File: config.mk
export PLATFORM = sky130hd
export DESIGN_NAME = sorted_set_insert_remove_top_flat
export DESIGN_NICKNAME = d
export VERILOG_FILES = /design/src/hdl/ssir_pkg.sv /design/src/hdl/ssir_if.sv /design/src/hdl/sorted_set_insert_remove_top.sv /design/src/flat_wrapper.sv
export SDC_FILE = /design/constraint.sdc
export NUM_CORES = 2
export LEC_CHECK = 0
export BUFFER_PORTS_ARGS = -buffer_cell sky130_fd_sc_hd__buf_2
export CORE_ASPECT_RATIO = 1.2
export CORE_UTILIZATION = 42
export DETAILED_ROUTE_END_ITERATION = 8
export HOLD_SLACK_MARGIN = 0.15
export PLACE_DENSITY = 0.67
export SYNTH_ARGS = -nofsm -noshare
export SYNTH_HDL_FRONTEND = slang
export SYNTH_SLANG_ARGS = --single-unit
File: constraint.sdc
create_clock -name i_clk -period 10.3 [get_ports i_clk]
set_clock_uncertainty 0.2 [all_clocks]
set_input_delay 2.06 -clock i_clk [delete_from_list [all_inputs] [get_ports i_clk]]
set_output_delay 2.06 -clock i_clk [all_outputs]
set_load 0.01 [all_outputs]
File: src/hdl/ssir_pkg.sv
package ssir_pkg;

    localparam int DATA_W   = 32;
    localparam int STATUS_W = 3;
    localparam int COUNT_W  = 6;

    typedef enum logic [STATUS_W-1:0] {
        ST_ADDED   = 3'd0,
        ST_PRESENT = 3'd1,
        ST_REMOVED = 3'd2,
        ST_MISSING = 3'd3,
        ST_FULL    = 3'd4
    } t_status;

    typedef enum logic {
        CMD_ADD    = 1'b0,
        CMD_REMOVE = 1'b1
    } t_command;

endpackage

File: src/hdl/ssir_if.sv
interface ssir_cmd_if;
    logic                                valid;
    logic                                ready;
    logic                                command;
    logic signed [ssir_pkg::DATA_W-1:0]  value;

    modport source (output valid, output command, output value, input ready);
    modport sink   (input valid, input command, input value, output ready);
endinterface

interface ssir_res_if;
    logic                                valid;
    logic                                ready;
    logic [ssir_pkg::STATUS_W-1:0]       status;
    logic [ssir_pkg::COUNT_W-1:0]        set_count;

    modport source (output valid, output status, output set_count, input ready);
    modport sink   (input valid, input status, input set_count, output ready);
endinterface

File: src/hdl/sorted_set_insert_remove_top.sv
// Each command searches the set in order and, for an insert or a removal, shifts the entries
// behind its place; the search stops where the shift starts, so the two together read each
// entry of the store, which has a read and a write port, once, one per cycle, but for the
// larger entry an add stops on, which both read. Commands are taken one at a time; the next
// command is taken once the previous one has finished, even while its result still waits in
// the output register. Reset (synchronous, active low) empties the set; the store is not cleared.
module sorted_set_insert_remove_top #(
    parameter int CAPACITY = 32
) (
    input  logic            i_clk,
    input  logic            i_rst_n,
    ssir_cmd_if.sink        i_cmd,
    ssir_res_if.source      o_res
);
    import ssir_pkg::*;

    localparam int IW  = $clog2(CAPACITY);
    localparam int CW  = $clog2(CAPACITY + 1);
    localparam int CXW = (CW > COUNT_W) ? CW : COUNT_W;
    localparam logic [CW-1:0] CAP_C = CW'(CAPACITY);

    typedef enum logic [4:0] {
        S_IDLE   = 5'b00001,
        S_SEARCH = 5'b00010,
        S_SHIFT  = 5'b00100,
        S_INSERT = 5'b01000,
        S_DONE   = 5'b10000
    } t_state;

    t_state                     r_state, n_state;
    t_command                   r_cmd, n_cmd;
    logic signed [DATA_W-1:0]   r_value, n_value;
    logic [CW-1:0]              r_count, n_count;
    logic [CW-1:0]              r_scan, n_scan;
    logic                       r_cmp_vld, n_cmp_vld;
    logic [CW-1:0]              r_cmp_idx, n_cmp_idx;
    logic [CW-1:0]              r_pos, n_pos;
    logic [CW-1:0]              r_moves, n_moves;
    logic [IW-1:0]              r_rd_ptr, n_rd_ptr;
    logic                       r_wr_pend, n_wr_pend;
    logic [IW-1:0]              r_wr_addr, n_wr_addr;
    t_status                    r_status, n_status;
    logic                       r_out_valid, n_out_valid;
    t_status                    r_out_status, n_out_status;
    logic [COUNT_W-1:0]         r_out_count, n_out_count;

    logic signed [DATA_W-1:0]   r_mem [CAPACITY];
    logic signed [DATA_W-1:0]   r_rdata;
    logic                       rd_en;
    logic [IW-1:0]              rd_addr;
    logic                       wr_en;
    logic [IW-1:0]              wr_addr;
    logic signed [DATA_W-1:0]   wr_data;

    logic                       hit;
    logic                       above;
    logic                       scan_end;
    logic [CW-1:0]              stop_pos;
    logic                       out_load;
    logic [CXW-1:0]             count_ext;

    assign i_cmd.ready     = (r_state == S_IDLE);
    assign o_res.valid     = r_out_valid;
    assign o_res.status    = r_out_status;
    assign o_res.set_count = r_out_count;

    assign hit       = r_cmp_vld && (r_rdata == r_value);
    assign above     = r_cmp_vld && (r_rdata > r_value);
    assign scan_end  = (r_scan == r_count) && !r_cmp_vld;
    assign stop_pos  = above ? r_cmp_idx : r_count;
    assign out_load  = (r_state == S_DONE) && (!r_out_valid || o_res.ready);
    assign count_ext = CXW'(r_count);

    always_ff @(posedge i_clk) begin
        if (wr_en) begin
            r_mem[wr_addr] <= wr_data;
        end
        if (rd_en) begin
            r_rdata <= r_mem[rd_addr];
        end
    end

    always_comb begin
        n_state      = r_state;
        n_cmd        = r_cmd;
        n_value      = r_value;
        n_count      = r_count;
        n_scan       = r_scan;
        n_cmp_vld    = r_cmp_vld;
        n_cmp_idx    = r_cmp_idx;
        n_pos        = r_pos;
        n_moves      = r_moves;
        n_rd_ptr     = r_rd_ptr;
        n_wr_pend    = r_wr_pend;
        n_wr_addr    = r_wr_addr;
        n_status     = r_status;
        n_out_valid  = r_out_valid;
        n_out_status = r_out_status;
        n_out_count  = r_out_count;
        rd_en        = 1'b0;
        rd_addr      = r_scan[IW-1:0];
        wr_en        = 1'b0;
        wr_addr      = r_wr_addr;
        wr_data      = r_rdata;

        if (r_out_valid && o_res.ready) begin
            n_out_valid = 1'b0;
        end

        unique case (r_state)
            S_IDLE: begin
                if (i_cmd.valid) begin
                    n_cmd     = t_command'(i_cmd.command);
                    n_value   = i_cmd.value;
                    n_scan    = '0;
                    n_cmp_vld = 1'b0;
                    n_state   = S_SEARCH;
                end
            end
            S_SEARCH: begin
                if (hit) begin
                    n_cmp_vld = 1'b0;
                    if (r_cmd == CMD_ADD) begin
                        n_status = ST_PRESENT;
                        n_state  = S_DONE;
                    end else begin
                        n_moves   = CW'(r_count - r_cmp_idx - 1'b1);
                        n_rd_ptr  = IW'(r_cmp_idx + 1'b1);
                        n_wr_pend = 1'b0;
                        n_state   = S_SHIFT;
                    end
                end else if (above || scan_end) begin
                    n_cmp_vld = 1'b0;
                    if (r_cmd == CMD_REMOVE) begin
                        n_status = ST_MISSING;
                        n_state  = S_DONE;
                    end else if (r_count == CAP_C) begin
                        n_status = ST_FULL;
                        n_state  = S_DONE;
                    end else begin
                        n_pos     = stop_pos;
                        n_moves   = CW'(r_count - stop_pos);
                        n_rd_ptr  = IW'(r_count - 1'b1);
                        n_wr_pend = 1'b0;
                        n_state   = S_SHIFT;
                    end
                end else if (r_scan < r_count) begin
                    rd_en     = 1'b1;
                    rd_addr   = r_scan[IW-1:0];
                    n_scan    = CW'(r_scan + 1'b1);
                    n_cmp_vld = 1'b1;
                    n_cmp_idx = r_scan;
                end else begin
                    n_cmp_vld = 1'b0;
                end
            end
            S_SHIFT: begin
                if (r_wr_pend) begin
                    wr_en   = 1'b1;
                    wr_addr = r_wr_addr;
                    wr_data = r_rdata;
                end
                if (r_moves != '0) begin
                    rd_en     = 1'b1;
                    rd_addr   = r_rd_ptr;
                    n_wr_pend = 1'b1;
                    n_moves   = CW'(r_moves - 1'b1);
                    if (r_cmd == CMD_ADD) begin
                        n_wr_addr = IW'(r_rd_ptr + 1'b1);
                        n_rd_ptr  = IW'(r_rd_ptr - 1'b1);
                    end else begin
                        n_wr_addr = IW'(r_rd_ptr - 1'b1);
                        n_rd_ptr  = IW'(r_rd_ptr + 1'b1);
                    end
                end else begin
                    n_wr_pend = 1'b0;
                    if (!r_wr_pend) begin
                        if (r_cmd == CMD_ADD) begin
                            n_state = S_INSERT;
                        end else begin
                            n_count  = CW'(r_count - 1'b1);
                            n_status = ST_REMOVED;
                            n_state  = S_DONE;
                        end
                    end
                end
            end
            S_INSERT: begin
                wr_en    = 1'b1;
                wr_addr  = r_pos[IW-1:0];
                wr_data  = r_value;
                n_count  = CW'(r_count + 1'b1);
                n_status = ST_ADDED;
                n_state  = S_DONE;
            end
            S_DONE: begin
                if (out_load) begin
                    n_out_valid  = 1'b1;
                    n_out_status = r_status;
                    n_out_count  = count_ext[COUNT_W-1:0];
                    n_state      = S_IDLE;
                end
            end
            default: begin
                n_state = S_IDLE;
            end
        endcase
    end

    always_ff @(posedge i_clk) begin
        if (!i_rst_n) begin
            r_state     <= S_IDLE;
            r_count     <= '0;
            r_cmp_vld   <= 1'b0;
            r_wr_pend   <= 1'b0;
            r_out_valid <= 1'b0;
        end else begin
            r_state     <= n_state;
            r_count     <= n_count;
            r_cmp_vld   <= n_cmp_vld;
            r_wr_pend   <= n_wr_pend;
            r_out_valid <= n_out_valid;
        end
    end

    always_ff @(posedge i_clk) begin
        r_cmd        <= n_cmd;
        r_value      <= n_value;
        r_scan       <= n_scan;
        r_cmp_idx    <= n_cmp_idx;
        r_pos        <= n_pos;
        r_moves      <= n_moves;
        r_rd_ptr     <= n_rd_ptr;
        r_wr_addr    <= n_wr_addr;
        r_status     <= n_status;
        r_out_status <= n_out_status;
        r_out_count  <= n_out_count;
    end

`ifndef SYNTH
    a_count_bound: assert property (@(posedge i_clk) disable iff (!i_rst_n)
        r_count <= CAP_C)
        else $error("Set size exceeds the capacity.");

    a_count_change: assert property (@(posedge i_clk) disable iff (!i_rst_n)
        ($past(i_rst_n) && (r_count != $past(r_count))) |->
        ($past(r_state) == S_INSERT || $past(r_state) == S_SHIFT))
        else $error("Set size changed outside an insert or a removal.");

    a_insert_room: assert property (@(posedge i_clk) disable iff (!i_rst_n)
        (r_state == S_INSERT) |-> (r_count < CAP_C))
        else $error("Insert started on a full set.");

    a_result_loaded: assert property (@(posedge i_clk) disable iff (!i_rst_n)
        out_load |=> (r_out_valid && r_state == S_IDLE))
        else $error("Finished command did not present its result.");
`endif

endmodule

File: src/flat_wrapper.sv
// flat-port wrapper written by rule: the top's interface ports become plain ports
module sorted_set_insert_remove_top_flat import ssir_pkg::*;
#(
    parameter int CAPACITY = 32
)
  (i_clk, i_rst_n, i_cmd_valid, i_cmd_command, i_cmd_value, i_cmd_ready, o_res_valid, o_res_status, o_res_set_count, o_res_ready);
  ssir_cmd_if i_cmd_i ();
  ssir_res_if o_res_i ();
  input  logic i_clk;
  input  logic i_rst_n;
  input wire logic [$bits(i_cmd_i.valid)-1:0] i_cmd_valid;
  input wire logic [$bits(i_cmd_i.command)-1:0] i_cmd_command;
  input wire logic [$bits(i_cmd_i.value)-1:0] i_cmd_value;
  output wire logic [$bits(i_cmd_i.ready)-1:0] i_cmd_ready;
  output wire logic [$bits(o_res_i.valid)-1:0] o_res_valid;
  output wire logic [$bits(o_res_i.status)-1:0] o_res_status;
  output wire logic [$bits(o_res_i.set_count)-1:0] o_res_set_count;
  input wire logic [$bits(o_res_i.ready)-1:0] o_res_ready;
  assign i_cmd_i.valid = i_cmd_valid;
  assign i_cmd_i.command = i_cmd_command;
  assign i_cmd_i.value = i_cmd_value;
  assign i_cmd_ready = i_cmd_i.ready;
  assign o_res_valid = o_res_i.valid;
  assign o_res_status = o_res_i.status;
  assign o_res_set_count = o_res_i.set_count;
  assign o_res_i.ready = o_res_ready;
  sorted_set_insert_remove_top #(.CAPACITY(CAPACITY)) u_core (.i_clk(i_clk), .i_rst_n(i_rst_n), .i_cmd(i_cmd_i), .o_res(o_res_i));
endmodule
## After elaboration in Yosys (flattened, before gate mapping)

Memories as Yosys holds them, arrays and structs flattened. A register that Yosys moved wholly into a read port is not among the register bits.
Index checks and enable logic that the tools add are counted.

- Mux-type cells: 70
- Bitwise logic cells: 4
- Equal/unequal tests: 23
- $add $sub $neg: 10
- Reduce and logical (&&, ||, !) cells: 26
- $lt $le $gt $ge: 2

Operators with widths:

| operator | number |
|---|---|
| $mux W5 | 21 |
| $mux W6 | 14 |
| $pmux W6 S2 | 3 |
| $eq A32 B32 Y1 | 1 |
| $gt A32 B32 Y1 | 1 |
| $mux W32 | 1 |
| $pmux W5 S5 | 1 |
| $mux W3 | 8 |
| $reduce_and A5 Y1 | 4 |
| $sub A6 B1 Y6 const B | 3 |
| $mux W1 | 16 |
| $add A6 B1 Y6 const B | 2 |
| $sub A6 B6 Y6 | 2 |
| $add A5 B1 Y5 const B | 2 |
| $ne A2 B2 Y1 const B | 5 |
| $pmux W5 S2 | 1 |
| $pmux W3 S3 | 1 |
| $ne A2 B1 Y1 const B | 4 |
| $pmux W1 S2 | 4 |
| $reduce_and A2 Y1 | 4 |
| $reduce_and A4 Y1 | 2 |
| $reduce_and A7 Y1 | 1 |
| $eq A6 B6 Y1 | 1 |
| $eq A6 B6 Y1 const B | 1 |
| other kinds (19) | 32 |

- Logic and storage cells: 152
- Bits in writable memories: 1024
- Output and inout bits: 11
- Flip-flop bits (word level): 92
- Memories: 1
- Input port bits: 37

Memories:

| memory | words | bits a word | rd ports | clocked after memory_dff | wr ports | RTL line | source |
|---|---|---|---|---|---|---|---|
| u_core.r_mem | 32 | 32 | 1 | 1 | 1 | sorted_set_insert_remove_top.sv:47 | `logic signed [DATA_W-1:0] r_mem [CAPACITY];` |

## Depth between registers and ports, before layout

- Depth after elaboration: 9
- Gate-level depth with buffers: 19
- Gate-level depth less buffers: 19

## Least setup slack after synthesis

No wires, ideal clock.

- Kind: register to register
- From: register u_core.r_rdata[31] (read register of u_core.r_mem)
- To: register u_core.r_moves[5] (data pin)
- Cell stages (with the launch flop): 17
- Setup time: 0.139 ns
- Setup slack: 6.200 ns
- Required time: 9.961 ns
- Arrival time: 3.761 ns
- Cell sequence: edfxtp_1 ha_1 nand4_1 or4_1 a31oi_1 o22ai_1 or2_1 clkbuf_1 a21oi_1 ha_1 a21o_1 a21o_1 o211ai_1 nand2b_1 a311oi_1 mux2_1 nor2_1

- Word-level cells in the longest chain between the ends: 9
- Elaborated cells on any way between the ends: 11
- Those cells by class: add/sub: 1; order compare: 1; eq/ne: 1; mux: 6; reduce/logical: 2

RTL lines:

| element | RTL line | source |
|---|---|---|
| start: declaration | sorted_set_insert_remove_top.sv:48 | `logic signed [DATA_W-1:0] r_rdata;` |
| $gt A32 B32 Y1 | sorted_set_insert_remove_top.sv:68 | `assign above = r_cmp_vld && (r_rdata > r_value);` |
| $logic_and A1 B1 Y1 | sorted_set_insert_remove_top.sv:68 |  |
| $mux W6 | sorted_set_insert_remove_top.sv:70 | `assign stop_pos = above ? r_cmp_idx : r_count;` |
| $sub A6 B6 Y6 | sorted_set_insert_remove_top.sv:142 | `n_moves = CW'(r_count - stop_pos);` |
| $mux W6 | sorted_set_insert_remove_top.sv:137 | `end else if (r_count == CAP_C) begin` |
| $mux W6 | sorted_set_insert_remove_top.sv:134 | `if (r_cmd == CMD_REMOVE) begin` |
| $mux W6 | sorted_set_insert_remove_top.sv:132 | `end else if (above \|\| scan_end) begin` |
| $mux W6 * | sorted_set_insert_remove_top.sv:121 | `if (hit) begin` |
| $pmux W6 S2 * | sorted_set_insert_remove_top.sv:110 | `unique case (r_state)` |
| net u_core.n_moves[5] | sorted_set_insert_remove_top.sv:38 | `logic [CW-1:0] r_moves, n_moves;` |
| end signal: assignment | sorted_set_insert_remove_top.sv:232 | `r_moves <= n_moves;` |
| end: declaration | sorted_set_insert_remove_top.sv:38 |  |

Mark *: on every way through the listed nets, which the timed path passes. The rest lies on a longest branch. The select of a mux whose other input is x is not followed.
A chain may end at the register's enable or synchronous reset.

## Final worst setup path

- From: register u_core.r_rdata[14] (read register of u_core.r_mem)
- To: register u_core.r_moves[5] (data pin)

Same word-level chain as after synthesis.

==> results.cfg <==
[status]
status = complete, no violations

[grt]
grt_pass1_vias = 23400
gr-total-overflow = 0
grt_pass1_wl_um = 162000
antenna_found_initial = 0
grt_start_max_net_pins = 148
grt_usage_pct = 20.0

[critical_path]
worstPathMaxFanout = 9
rr_endpoint = u_core.r_moves[5]
slowest_delay_ns = 0.72
setup.worst_path.end_class = register
worst_ep_arrival_time_ns = 6.52
crit_path_cell_trace = ha_1 > nand4_1 > nor4_1 > o21ai_1 > a31oi_1 > o22ai_1 > or2_1 > a21oi_1 > ha_1 > a21o_1 > a21o_1 > o211ai_1 > nand2b_1 > a311oi_1 > mux2_1 > nor2_1
start_kind = register
worst_path_max_delay_cell = nor4_1
crit_start = u_core.r_rdata[14]
reg2regPathDepth = 16
critPathRequiredTime_ns = 10.63
path_class = reg2reg
regToRegSetupSlack_ns = 4.11
r2r_start = u_core.r_rdata[14]

[place]
io_buffers = 47
dp_hpwl_um = 57100
place_inst = 3703
place_congestion = 0.840

[worst_hold_path]
min_to = u_core.o_res.status[2]
hold_start = u_core.r_status[2]
hold_class = reg2reg
hold_depth = 0

[route]
vias = 22700
via_per_inst = 5.81
routed_wl_um = 111000
wl_per_cell_um = 28.4
drc = 0
drt-pass1-iter-count = 5
antenna_left = 0
drtIter0Drc = 2569

[yosys]
synth_edf_count = 1134
syn_nets = 2363
yosysSeqAreaShare_pct = 74.1
ys.flop_type = edfxtp_1
ys_seq_elements = 1148
synth.yosys.warnings = 0
netlist_area_mm2 = 0.0463
async_flop_share_pct = 0
avgSynthCellArea_um2 = 20.4
post_synth_num_cell_types = 64
synthCells = 2269

[power]
p_per_area_mw_per_mm2 = 187
leakagePower_nw = 17.4
peakVddDrop_uv = 137
total_power_w = 0.00975

[job]
max_cap_viol_count = 0

[die]
rows = 133
coreArea_mm2 = 0.109
ios = 48
start_util_pct = 42.3
die-height_um = 366
die_width_um = 305
die-area_mm2 = 0.112

[clock_tree]
clkSlewWorstSetupHoldPaths_ns = 0.06
cts-htree-levels = 3
cts_setup_buffers = 0
clock_sinks = 1148
clk_latency_ns = 0.69
cts_buffers = 110
cts-root-buf = clkbuf_16
hold_buffers = 0
post_cts_resized = 0
cts_tree = built
clockBufferDepth = 3

[final_layout]
fin_util_pct = 47.7
antenna_cells = 0
finalNetCount = 2492
area_growth_syn_to_layout_pct = 12.8
fillers = 8838
drive_gt1_share_pct = 25.0
final_cells = 3905

[sta]
fin_setup_tns_ns = 0
grt_setup_unrepaired = no
worst_pin_slew_ns = 1.24
worst_slew_margin_rel_pct = 17.2
finalSetupViolations = 0
maxSlewViolCount = 0
timing.final.crit_share_pct = 60.1
hold_violations = 0
clock.fmax_mhz = 162
period_needed_ns = 6.19
[cell usage in the layout (no fill, tap or decap), types with 5 or more instances in the layout]
master and n:
nor3_1 19, dfxtp_1 14, bufinv_16 16, xor2_1 9
o21ai_0 19, nand2_1 83, nand2b_1 8, inv_1 58
o211ai_1 6, buf_2 47, edfxtp_1 1134, clkinv_1 21
clkinv_2 20, a21o_1 8, nor2b_1 5, nor2_4 32
clkinvlp_4 5, ha_1 55, mux4_2 256, nand4_1 13
o21ai_2 5, clkbuf_1 22, a21oi_1 31, clkbuf_16 112
xnor2_1 27, mux2i_1 196, o21ai_1 32, and2_1 8
nor4_1 5, nand3_1 15, mux2_2 32, buf_4 75
nor2_1 29, nand3b_1 5
[cell usage after synthesis, types with 31 or more instances]
master	n	area, µm²
mux4_2	256	5770
nand2_1	84	315
o21ai_0	51	255
inv_1	59	221
a21oi_1	31	155
mux2_2	32	360
mux2i_1	199	1990
nor2_1	61	229
edfxtp_1	1134	34100
ha_1	55	688
clkbuf_1	42	158
[how the worst max path moves through the flow]
stage,cells after the start,endpoint,slack (ns)
finish,16,u_core.r_moves[5],4.11
global route,16,u_core.r_moves[5],3.92
CTS,16,u_core.r_moves[5],4.19
detailed placement,16,u_core.r_moves[5],4.22
global placement,16,u_core.r_moves[5],4.33
floorplan,16,u_core.r_moves[5],6.20
[power breakdown]
part,switching (W),internal [W]
registers,0.0000179,0.00510
clock network,0.00171,0.00239
logic,0.000277,0.000262
total,0.00200,0.00775
[critical path: cells and delay by family, from the launching register on]
family	cells	cell delay, ns
AOI/OAI and AO/OA	8	2.50
adders and majority gates	2	0.82
DFF	1	0.45
muxes	1	0.35
and+or+nand+nor	5	1.70
[cells by family (layout without fill, tap and decap cells)]
logic type / count (synthesis) / count (layout) / synth area share, %
flops: 1148 / 1148 / 74.1
xor+xnor: 36 / 36 / 0.681
compound gates: 128 / 128 / 1.65
fa+ha+maj: 57 / 57 / 1.57
simple gates: 242 / 242 / 2.48
mux: 491 / 491 / 17.6
buf+inv: 167 / 386 / 1.87
[per-layer routing]
layer | part of all wire [%] | up-vias | global-route usage [%]
li1 | - | 9524 | -
met1 | 41 | 12100 | 27.3
met2 | 49 | 912 | 32.8
met3 | 6.8 | 156 | 3.27
met4 | 2.6 | 0 | 6.20
met5 | 0 | - | 0
[registers in the layout, indices dropped and copies added (netlist names)]
name	cells
u_core.r_cmp_idx	6
u_core.o_res.set_count	6
u_core.count_ext	6
u_core.r_value	32
u_core.r_pos	5
u_core.r_state	5
u_core.r_status	3
u_core.r_moves	6
u_core.r_wr_addr	5
u_core.r_rd_ptr	5
u_core.r_wr_pend	1
u_core.r_scan	6
u_core.r_cmd	1
u_core.r_rdata	32
u_core.r_cmp_vld	1
u_core.r_mem	1024
u_core.o_res.status	3
u_core.o_res.valid	1
[stage by stage]
| stage | worst slack (ns) | instance area, µm² | hold slack [ns] |
|---|---|---|---|
| floorplan | 6.20 | 46300 | 0.200 |
| global placement | 4.33 | 48600 | 0.200 |
| CTS | 4.19 | 52300 | 0.219 |
| finish | 4.11 | 52300 | 0.218 |
| detailed placement | 4.22 | 48600 | 0.206 |
| global route | 3.92 | 52300 | 0.220 |
[cell type report]
class	count	area, µm²	share of cell area, %
clock buffers	134	2890	5.52
clock inverters	68	762	1.46
inverters	60	228	0.436
multi-input cells	954	11400	21.9
flip-flops and latches	1148	34300	65.7
well taps	1417	1770	3.39
repair buffers	124	838	1.60
Note: power is estimated with default switching activity, not from simulation.
